## src/hw/rtl/assert_macros.svh

```systemverilog
// assertion macros used by the top-level rtl file
`ifndef ASSERT_MACROS_SVH
`define ASSERT_MACROS_SVH
`ifndef SYNTHESIS
`define ASSERT_RST(lbl, clk, rstn, prop, msg) \
  lbl: assert property (@(posedge clk) disable iff (!(rstn)) prop) else $error(msg);
`define ASSERT_ALWAYS(lbl, clk, prop, msg) \
  lbl: assert property (@(posedge clk) prop) else $error(msg);
`else
`define ASSERT_RST(lbl, clk, rstn, prop, msg)
`define ASSERT_ALWAYS(lbl, clk, prop, msg)
`endif
`endif

```

## src/hw/rtl/urfld_pkg.sv

```systemverilog
// types and constants for the uart ring buffer pair
`timescale 1ns / 1ps
`default_nettype none
package urfld_pkg;

  localparam int DEPTH_DEFAULT = 64;
  localparam int CNT_W         = 6;
  localparam logic [7:0] EOL_RESET = 8'h0D;

  typedef enum logic [2:0] {
    CMD_TX_WRITE  = 3'd0,
    CMD_TX_DONE   = 3'd1,
    CMD_RX_BYTE   = 3'd2,
    CMD_HOST_READ = 3'd3,
    CMD_RX_FLUSH  = 3'd4,
    CMD_TX_START  = 3'd5
  } cmd_t;

  typedef enum logic {
    ST_IDLE,
    ST_EXEC
  } state_t;

  typedef struct packed {
    logic [2:0] command;
    logic [7:0] data_byte;
    logic       kick;
    logic       irq_on_start;
    logic       clear_line;
  } in_item_t;

  typedef struct packed {
    logic             line_send;
    logic [7:0]       line_byte;
    logic             read_valid;
    logic [7:0]       read_byte;
    logic             tx_accepted;
    logic [CNT_W-1:0] tx_count;
    logic [CNT_W-1:0] rx_count;
    logic             tx_full;
    logic             line_ready;
    logic             tx_busy;
    logic             tx_irq_enabled;
    logic [7:0]       tx_sum;
  } out_item_t;

endpackage
`default_nettype wire

```

## src/hw/rtl/uart_ring_fifo_with_line_detect_unit.sv

```systemverilog
// top level: uart transmit and receive rings with end-of-line detection
//
// channel | ports                              | direction
// --------+------------------------------------+----------
// input   | in_valid, in_ready, in_data        | in
// result  | out_valid, out_ready, out_data     | out
// config  | cfg_valid, cfg_ready, cfg_data     | in
//
// the accept cycle of a word reads both rings at their read pointers; the next
// cycle uses the registered ram data, writes back and loads the result register.
// a new word is taken only in the idle state, once the result register is empty or being drained.
// reset clears pointers, flags and the tx checksum only; ring contents are left as they are.
// cfg_ready is always high; eol_char resets to 0x0d.
`timescale 1ns / 1ps
`default_nettype none
`include "assert_macros.svh"
module uart_ring_fifo_with_line_detect_unit #(
  parameter int DEPTH = urfld_pkg::DEPTH_DEFAULT
) (
  input  wire logic                 clk,
  input  wire logic                 rst_n,
  input  wire logic                 in_valid,
  output logic                      in_ready,
  input  wire urfld_pkg::in_item_t  in_data,
  output logic                      out_valid,
  input  wire logic                 out_ready,
  output urfld_pkg::out_item_t      out_data,
  input  wire logic                 cfg_valid,
  output logic                      cfg_ready,
  input  wire logic [7:0]           cfg_data
);

  localparam int PW  = $clog2(DEPTH);
  localparam int PW1 = PW + 1;
  localparam int CW  = urfld_pkg::CNT_W;
  localparam logic [PW-1:0] LAST_PTR = PW'(DEPTH - 1);
  localparam logic [PW:0]   DEPTH_X  = PW1'(DEPTH);

  function automatic logic [PW-1:0] ptr_inc(input logic [PW-1:0] p);
    ptr_inc = (p == LAST_PTR) ? '0 : p + 1'b1;
  endfunction

  function automatic logic [PW:0] ring_cnt(input logic [PW-1:0] r, input logic [PW-1:0] w);
    if (w >= r) begin
      ring_cnt = {1'b0, w} - {1'b0, r};
    end else begin
      ring_cnt = {1'b0, w} + DEPTH_X - {1'b0, r};
    end
  endfunction

  urfld_pkg::state_t    state_r, state_nxt;
  urfld_pkg::in_item_t  item_r;
  urfld_pkg::out_item_t out_r, res;
  logic                 out_valid_r, out_valid_nxt;

  logic [PW-1:0] tx_rd_r, tx_rd_nxt, tx_wr_r, tx_wr_nxt;
  logic [PW-1:0] rx_rd_r, rx_rd_nxt, rx_wr_r, rx_wr_nxt;
  logic          running_r, running_nxt, irq_en_r, irq_en_nxt, line_r, line_nxt;
  logic [7:0]    sum_r, sum_nxt, eol_r;

  logic       exec;
  logic       tx_we, rx_we;
  logic [7:0] tx_rdata, rx_rdata;
  logic       tx_empty, tx_full, rx_empty;
  logic [PW:0] tx_cnt, rx_cnt;

  urfld_ram #(.WIDTH(8), .DEPTH(DEPTH)) u_tx_ram (
    .clk   (clk),
    .we    (tx_we),
    .waddr (tx_wr_r),
    .wdata (item_r.data_byte),
    .raddr (tx_rd_r),
    .rdata (tx_rdata)
  );

  urfld_ram #(.WIDTH(8), .DEPTH(DEPTH)) u_rx_ram (
    .clk   (clk),
    .we    (rx_we),
    .waddr (rx_wr_r),
    .wdata (item_r.data_byte),
    .raddr (rx_rd_r),
    .rdata (rx_rdata)
  );

  // one word in flight at a time, so a write-back always lands before the next read
  always_comb begin
    state_nxt = state_r;
    in_ready  = 1'b0;
    case (state_r)
      urfld_pkg::ST_IDLE: begin
        in_ready = !out_valid_r || out_ready;
        if (in_valid && in_ready) begin
          state_nxt = urfld_pkg::ST_EXEC;
        end
      end
      urfld_pkg::ST_EXEC: begin
        state_nxt = urfld_pkg::ST_IDLE;
      end
      default: begin
        state_nxt = urfld_pkg::ST_IDLE;
      end
    endcase
  end

  assign exec     = (state_r == urfld_pkg::ST_EXEC);
  assign tx_empty = (tx_rd_r == tx_wr_r);
  assign tx_full  = (ptr_inc(tx_wr_r) == tx_rd_r);
  assign rx_empty = (rx_rd_r == rx_wr_r);

  always_comb begin
    tx_rd_nxt   = tx_rd_r;
    tx_wr_nxt   = tx_wr_r;
    rx_rd_nxt   = rx_rd_r;
    rx_wr_nxt   = rx_wr_r;
    running_nxt = running_r;
    irq_en_nxt  = irq_en_r;
    line_nxt    = line_r;
    sum_nxt     = sum_r;
    tx_we       = 1'b0;
    rx_we       = 1'b0;
    res         = '0;
    case (item_r.command)
      urfld_pkg::CMD_TX_WRITE: begin
        if (!(tx_full && running_r)) begin
          tx_we           = exec;
          tx_wr_nxt       = ptr_inc(tx_wr_r);
          res.tx_accepted = 1'b1;
          sum_nxt         = sum_r + item_r.data_byte;
          if (tx_full) begin
            // make room by starting the line
            res.line_send = 1'b1;
            res.line_byte = tx_rdata;
            tx_rd_nxt     = ptr_inc(tx_rd_r);
            running_nxt   = 1'b1;
            irq_en_nxt    = 1'b1;
          end else if (!running_r && item_r.kick) begin
            // idle with kick: the oldest byte goes out, or the word just written if the ring was empty
            res.line_send = 1'b1;
            res.line_byte = tx_empty ? item_r.data_byte : tx_rdata;
            tx_rd_nxt     = ptr_inc(tx_rd_r);
            running_nxt   = 1'b1;
            irq_en_nxt    = 1'b1;
          end
        end
      end
      urfld_pkg::CMD_TX_DONE: begin
        if (!tx_empty) begin
          res.line_send = 1'b1;
          res.line_byte = tx_rdata;
          tx_rd_nxt     = ptr_inc(tx_rd_r);
        end else begin
          running_nxt = 1'b0;
          irq_en_nxt  = 1'b0;
        end
      end
      urfld_pkg::CMD_RX_BYTE: begin
        if (eol_r != 8'd0 && eol_r == item_r.data_byte) begin
          line_nxt = 1'b1;
        end
        if (ptr_inc(rx_wr_r) != rx_rd_r) begin
          rx_we     = exec;
          rx_wr_nxt = ptr_inc(rx_wr_r);
        end
      end
      urfld_pkg::CMD_HOST_READ: begin
        if (!rx_empty) begin
          res.read_valid = 1'b1;
          res.read_byte  = rx_rdata;
          rx_rd_nxt      = ptr_inc(rx_rd_r);
        end
        if (item_r.clear_line) begin
          line_nxt = 1'b0;
        end
      end
      urfld_pkg::CMD_RX_FLUSH: begin
        rx_rd_nxt = '0;
        rx_wr_nxt = '0;
        line_nxt  = 1'b0;
      end
      urfld_pkg::CMD_TX_START: begin
        if (!running_r && !tx_empty) begin
          res.line_send = 1'b1;
          res.line_byte = tx_rdata;
          tx_rd_nxt     = ptr_inc(tx_rd_r);
          running_nxt   = 1'b1;
          irq_en_nxt    = item_r.irq_on_start;
        end
      end
      default: begin
      end
    endcase
    tx_cnt             = ring_cnt(tx_rd_nxt, tx_wr_nxt);
    rx_cnt             = ring_cnt(rx_rd_nxt, rx_wr_nxt);
    res.tx_count       = CW'(tx_cnt);
    res.rx_count       = CW'(rx_cnt);
    res.tx_full        = (ptr_inc(tx_wr_nxt) == tx_rd_nxt);
    res.line_ready     = line_nxt;
    res.tx_busy        = running_nxt;
    res.tx_irq_enabled = irq_en_nxt;
    res.tx_sum         = sum_nxt;
  end

  always_comb begin
    out_valid_nxt = out_valid_r;
    if (exec) begin
      out_valid_nxt = 1'b1;
    end else if (out_ready) begin
      out_valid_nxt = 1'b0;
    end
  end

  always_ff @(posedge clk) begin
    if (!rst_n) begin
      state_r     <= urfld_pkg::ST_IDLE;
      out_valid_r <= 1'b0;
      tx_rd_r     <= '0;
      tx_wr_r     <= '0;
      rx_rd_r     <= '0;
      rx_wr_r     <= '0;
      running_r   <= 1'b0;
      irq_en_r    <= 1'b0;
      line_r      <= 1'b0;
      sum_r       <= 8'd0;
      eol_r       <= urfld_pkg::EOL_RESET;
    end else begin
      state_r     <= state_nxt;
      out_valid_r <= out_valid_nxt;
      if (exec) begin
        tx_rd_r   <= tx_rd_nxt;
        tx_wr_r   <= tx_wr_nxt;
        rx_rd_r   <= rx_rd_nxt;
        rx_wr_r   <= rx_wr_nxt;
        running_r <= running_nxt;
        irq_en_r  <= irq_en_nxt;
        line_r    <= line_nxt;
        sum_r     <= sum_nxt;
      end
      if (cfg_valid && cfg_ready) begin
        eol_r <= cfg_data;
      end
    end
  end

  always_ff @(posedge clk) begin
    if (in_valid && in_ready) begin
      item_r <= in_data;
    end
    if (exec) begin
      out_r <= res;
    end
  end

  assign cfg_ready = 1'b1;
  assign out_valid = out_valid_r;
  assign out_data  = out_r;

  `ASSERT_RST(a_accept_gives_result, clk, rst_n, in_valid && in_ready |=> ##1 out_valid, "lost")
  `ASSERT_RST(a_no_accept_in_exec, clk, rst_n, exec |-> !in_ready, "accept while busy")
  `ASSERT_RST(a_busy_falls_in_exec, clk, rst_n, $fell(running_r) |-> $past(exec), "stray stop")
  `ASSERT_RST(a_out_held, clk, rst_n, out_valid && !out_ready |=> out_valid, "result dropped")

endmodule
`default_nettype wire

```

## src/hw/rtl/urfld_ram.sv

```systemverilog
// generic single-write, single-read ram with registered read data
`timescale 1ns / 1ps
`default_nettype none
module urfld_ram #(
  parameter int WIDTH = 8,
  parameter int DEPTH = urfld_pkg::DEPTH_DEFAULT
) (
  input  wire logic                     clk,
  input  wire logic                     we,
  input  wire logic [$clog2(DEPTH)-1:0] waddr,
  input  wire logic [WIDTH-1:0]         wdata,
  input  wire logic [$clog2(DEPTH)-1:0] raddr,
  output logic      [WIDTH-1:0]         rdata
);

  logic [WIDTH-1:0] mem [DEPTH];

  always_ff @(posedge clk) begin
    if (we) begin
      mem[waddr] <= wdata;
    end
    rdata <= mem[raddr];
  end

endmodule
`default_nettype wire

```

## config.mk

```make
export PLATFORM = sky130hd
export DESIGN_NAME = uart_ring_fifo_with_line_detect_unit
export DESIGN_NICKNAME = d
export VERILOG_FILES = /design/src/hw/rtl/urfld_pkg.sv /design/src/hw/rtl/uart_ring_fifo_with_line_detect_unit.sv /design/src/hw/rtl/urfld_ram.sv
export VERILOG_INCLUDE_DIRS = /design/src /design/src/hw/rtl
export SDC_FILE = /design/constraint.sdc
export NUM_CORES = 1
export LEC_CHECK = 0
export BUFFER_PORTS_ARGS = -buffer_cell sky130_fd_sc_hd__buf_2
export CORE_UTILIZATION = 60
export DETAILED_ROUTE_END_ITERATION = 8
export PLACE_DENSITY_LB_ADDON = 0.25
export SKIP_LAST_GASP = 1
export SYNTH_ARGS = -nofsm -noshare
export SYNTH_HDL_FRONTEND = slang
export SYNTH_SLANG_ARGS = --single-unit
```

## constraint.sdc

```tcl
create_clock -name clk -period 12.71 [get_ports clk]
set_clock_uncertainty 0.05 [all_clocks]
set_input_delay 2.542 -clock clk [delete_from_list [all_inputs] [get_ports clk]]
set_output_delay 2.542 -clock clk [all_outputs]
set_load 0.05 [all_outputs]
```

==> run summary <==
Detail Route Antenna Nets: 0
vias in the first global route: 23,400
met1 wire length: 39,600 µm
GRT Total Usage: 27.2%
Final Hold Violating Endpoints: 0
Final nets: 2,470
hold_buf cts: 0
PortBufs: 71
initial antenna violation count: 2
Vias: 23,000
height of the die: 279 µm
CP Data Required Time: 10.12 ns
ys async rst share: 0%
reg-to-reg slack, setup: 7.19 ns
clk root buf: clkbuf_16
ys flop type: edfxtp_1
Data arrival, critical path: 3.21 ns
Layout fillers: 4,715
Yosys cell types: 80
peak supply drop: 0.000172 V
setup TNS: 0 ns
Mapped Nets: 2,348
Place WS: 6.90 ns
Fmax: 172 MHz
RSZ-0062 raised after global routing: false
Antenna Cells: 0
setup bufs post-CTS: 0
Worst-path clk slew: 0.06 ns
DR WL met3: 7100 µm
max layer used: met5
number of synthesized flops with an enable pin: 1,081
wire per inst: 29.4 µm
Slew Limit Headroom: 6.34%
hpwl dp: 61,500 µm
Pleak: 16.0 nW
Layout area overhead: 11.7%
multi-input logic area: 11,500 µm²
Cell Rows: 101
fin crit period: 5.80 ns
most common cell after layout, fill and taps aside: edfxtp_1
die area: 77,700 µm²
first-pass GRT wire length: 154,000 µm
reg2reg path depth: 8
Mapped Cells: 2,296
Final Setup Violations: 0
Starting Density: 60.6%
R2R Path End: u_tx_ram.mem[37][4]$_DFFE_PP_
Die X-Extent: 279 µm
worst setup path endpoint: in_ready
io pins: 73
clk_lat worst skew: 0.71 ns
Syn Std Cell Area: 45,900 µm²
post-route setup slack: 6.91 ns
Least-Margin Pin Slew: 1.39 ns
Max Slew Vio Count: 0
max-cap violation count: 0
share of cells above drive strength 1: 27.3%
run status: complete, no violations
Min-Delay Path Class: reg2reg
cts bufs inserted: 110
grt total ovfl: 0
Max Root-Sink Buffers: 3
# DRC: 0
Core Region: 75,800 µm²
Routed WL: 103,000 µm
H-tree Lvls: 3
Avg Inst Size Synth: 20.0 µm²
crit share post-route: 45.6%
worst setup path category: in2out
most frequent cells in the layout: edfxtp_1 (1,081), mux4_2 (324), nor2_1 (122), clkbuf_16 (110), buf_4 (87)
largest net degree at the start of global routing: 103
clk sinks: 1,142
first-pass iteration count of the detailed router: 5
Reg area: 33,700 µm²
kind of end point of the critical path: output port
Resized cells post-CTS: 0
critical path startpoint: out_ready
CP max FO: 4
Starting DRT DRC Count: 2,397
PwrDens: 155 nW/µm²
sequential area share after synthesis: 73.3%
R2R Path Start: tx_wr_r[3]$_SDFFE_PN0P_
Seq cells post-synth: 1,142
Yosys warnings: 0
vias per cell: 6.59
GP Congestion: 0.890
CTS tree: yes
routed wl met2: 53,100 µm
Startpoint Class: input pin
==> sequential cells by signal (all words and copies together), names as in the netlist <==
signal / flops
rx_wr_r: 6
line_r: 1
exec: 1
u_rx_ram.rdata: 8
tx_rd_r: 6
item_r: 14
eol_r: 8
out_data: 43
out_valid: 1
u_rx_ram.mem: 512
rx_rd_r: 6
irq_en_r: 1
u_tx_ram.mem: 512
running_r: 1
tx_wr_r: 6
sum_r: 8
u_tx_ram.rdata: 8
==> per-layer routing <==
metal / vias to the layer above / GRT usage (%)
met3: 185 / 4.03
met1: 12100 / 37.3
li1: 9717 / -
met5: - / 0
met4: 4 / 8.20
met2: 1024 / 45.8
==> cells in the mapped netlist, types with 6 or more instances <==
| cell | n | area, µm² |
|---|---|---|
| buf_1 | 44 | 165 |
| inv_1 | 30 | 113 |
| or3_1 | 9 | 56.3 |
| nand3b_1 | 7 | 52.6 |
| ha_1 | 22 | 275 |
| nand2b_1 | 8 | 50.1 |
| xor2_1 | 16 | 140 |
| nor2_1 | 122 | 458 |
| nor4_1 | 37 | 231 |
| dfxtp_1 | 61 | 1220 |
| xnor2_1 | 39 | 342 |
| mux4_2 | 324 | 7300 |
| buf_2 | 7 | 35.0 |
| clkbuf_1 | 92 | 345 |
| a22oi_1 | 6 | 45.0 |
| nand3_1 | 19 | 95.1 |
| o221ai_1 | 9 | 78.8 |
| o22ai_1 | 8 | 50.1 |
| a21o_1 | 10 | 75.1 |
| o21ai_0 | 21 | 105 |
| and2_1 | 12 | 75.1 |
| nand2_1 | 64 | 240 |
| a211oi_1 | 12 | 90.1 |
| edfxtp_1 | 1081 | 32500 |
| nand4_1 | 8 | 50.1 |
| nor3_1 | 46 | 230 |
| o31ai_1 | 6 | 45.0 |
| mux2i_1 | 33 | 330 |
| a21oi_1 | 41 | 205 |
| a22o_1 | 8 | 70.1 |
==> final cells by class <==
| type | instances | share of cell area (%) |
|---|---|---|
| multi-input combinational | 971 | 22.5 |
| timing repair buffer | 159 | 2.00 |
| tap | 978 | 2.38 |
| inverter | 34 | 0.249 |
| sequential | 1142 | 65.7 |
| clock buffer | 153 | 5.85 |
| clock inverter | 53 | 1.37 |
==> report_power, final <==
part,leakage [nW],internal (mW),switching [mW]
clock,1.79,1.91,1.41
combinational,3.94,0.176,0.279
sequential,10.2,4.16,0.0374
==> cell families after synthesis <==
| logic type | after synthesis | share of synthesized area [%] |
|---|---|---|
| flops | 1142 | 73.3 |
| buf+inv | 183 | 1.57 |
| simple gates | 360 | 3.89 |
| other cells | 1 | 0.00817 |
| compound gates | 166 | 2.55 |
| fa+ha+maj | 25 | 0.730 |
| xor+xnor | 57 | 1.17 |
| mux | 362 | 16.7 |
==> stage by stage <==
step,cell area (µm²),hold slack (ns),instances,utilization [%],total power [mW]
after floorplan,45900,0.401,2296,-,4.58
after global placement,47600,0.410,3284,62.8,4.72
after detailed placement,47600,0.420,3284,62.8,4.73
after CTS,51300,0.428,3490,67.7,8.00
after global routing,51300,0.449,3490,67.7,8.16
final,51300,0.433,3490,67.7,7.96
==> how the worst min path moves through the flow <==
stage                           from                    end  cells past startpoint
2_1_floorplan  sum_r[3]$_SDFFE_PN0P_  sum_r[3]$_SDFFE_PN0P_                      2
3_3_place_gp   sum_r[4]$_SDFFE_PN0P_  sum_r[4]$_SDFFE_PN0P_                      2
3_5_place_dp   sum_r[5]$_SDFFE_PN0P_  sum_r[5]$_SDFFE_PN0P_                      2
4_1_cts        sum_r[5]$_SDFFE_PN0P_  sum_r[5]$_SDFFE_PN0P_                      2
5_1_grt        sum_r[4]$_SDFFE_PN0P_  sum_r[4]$_SDFFE_PN0P_                      2
6_report       sum_r[5]$_SDFFE_PN0P_  sum_r[5]$_SDFFE_PN0P_                      2
==> worst max-delay path, cell delays in order <==
cell and delay [ns]:
buf_2 0.08, inv_1 0.03, a21oi_1 0.24, buf_2 0.32
(Power assumes the default switching activity.)
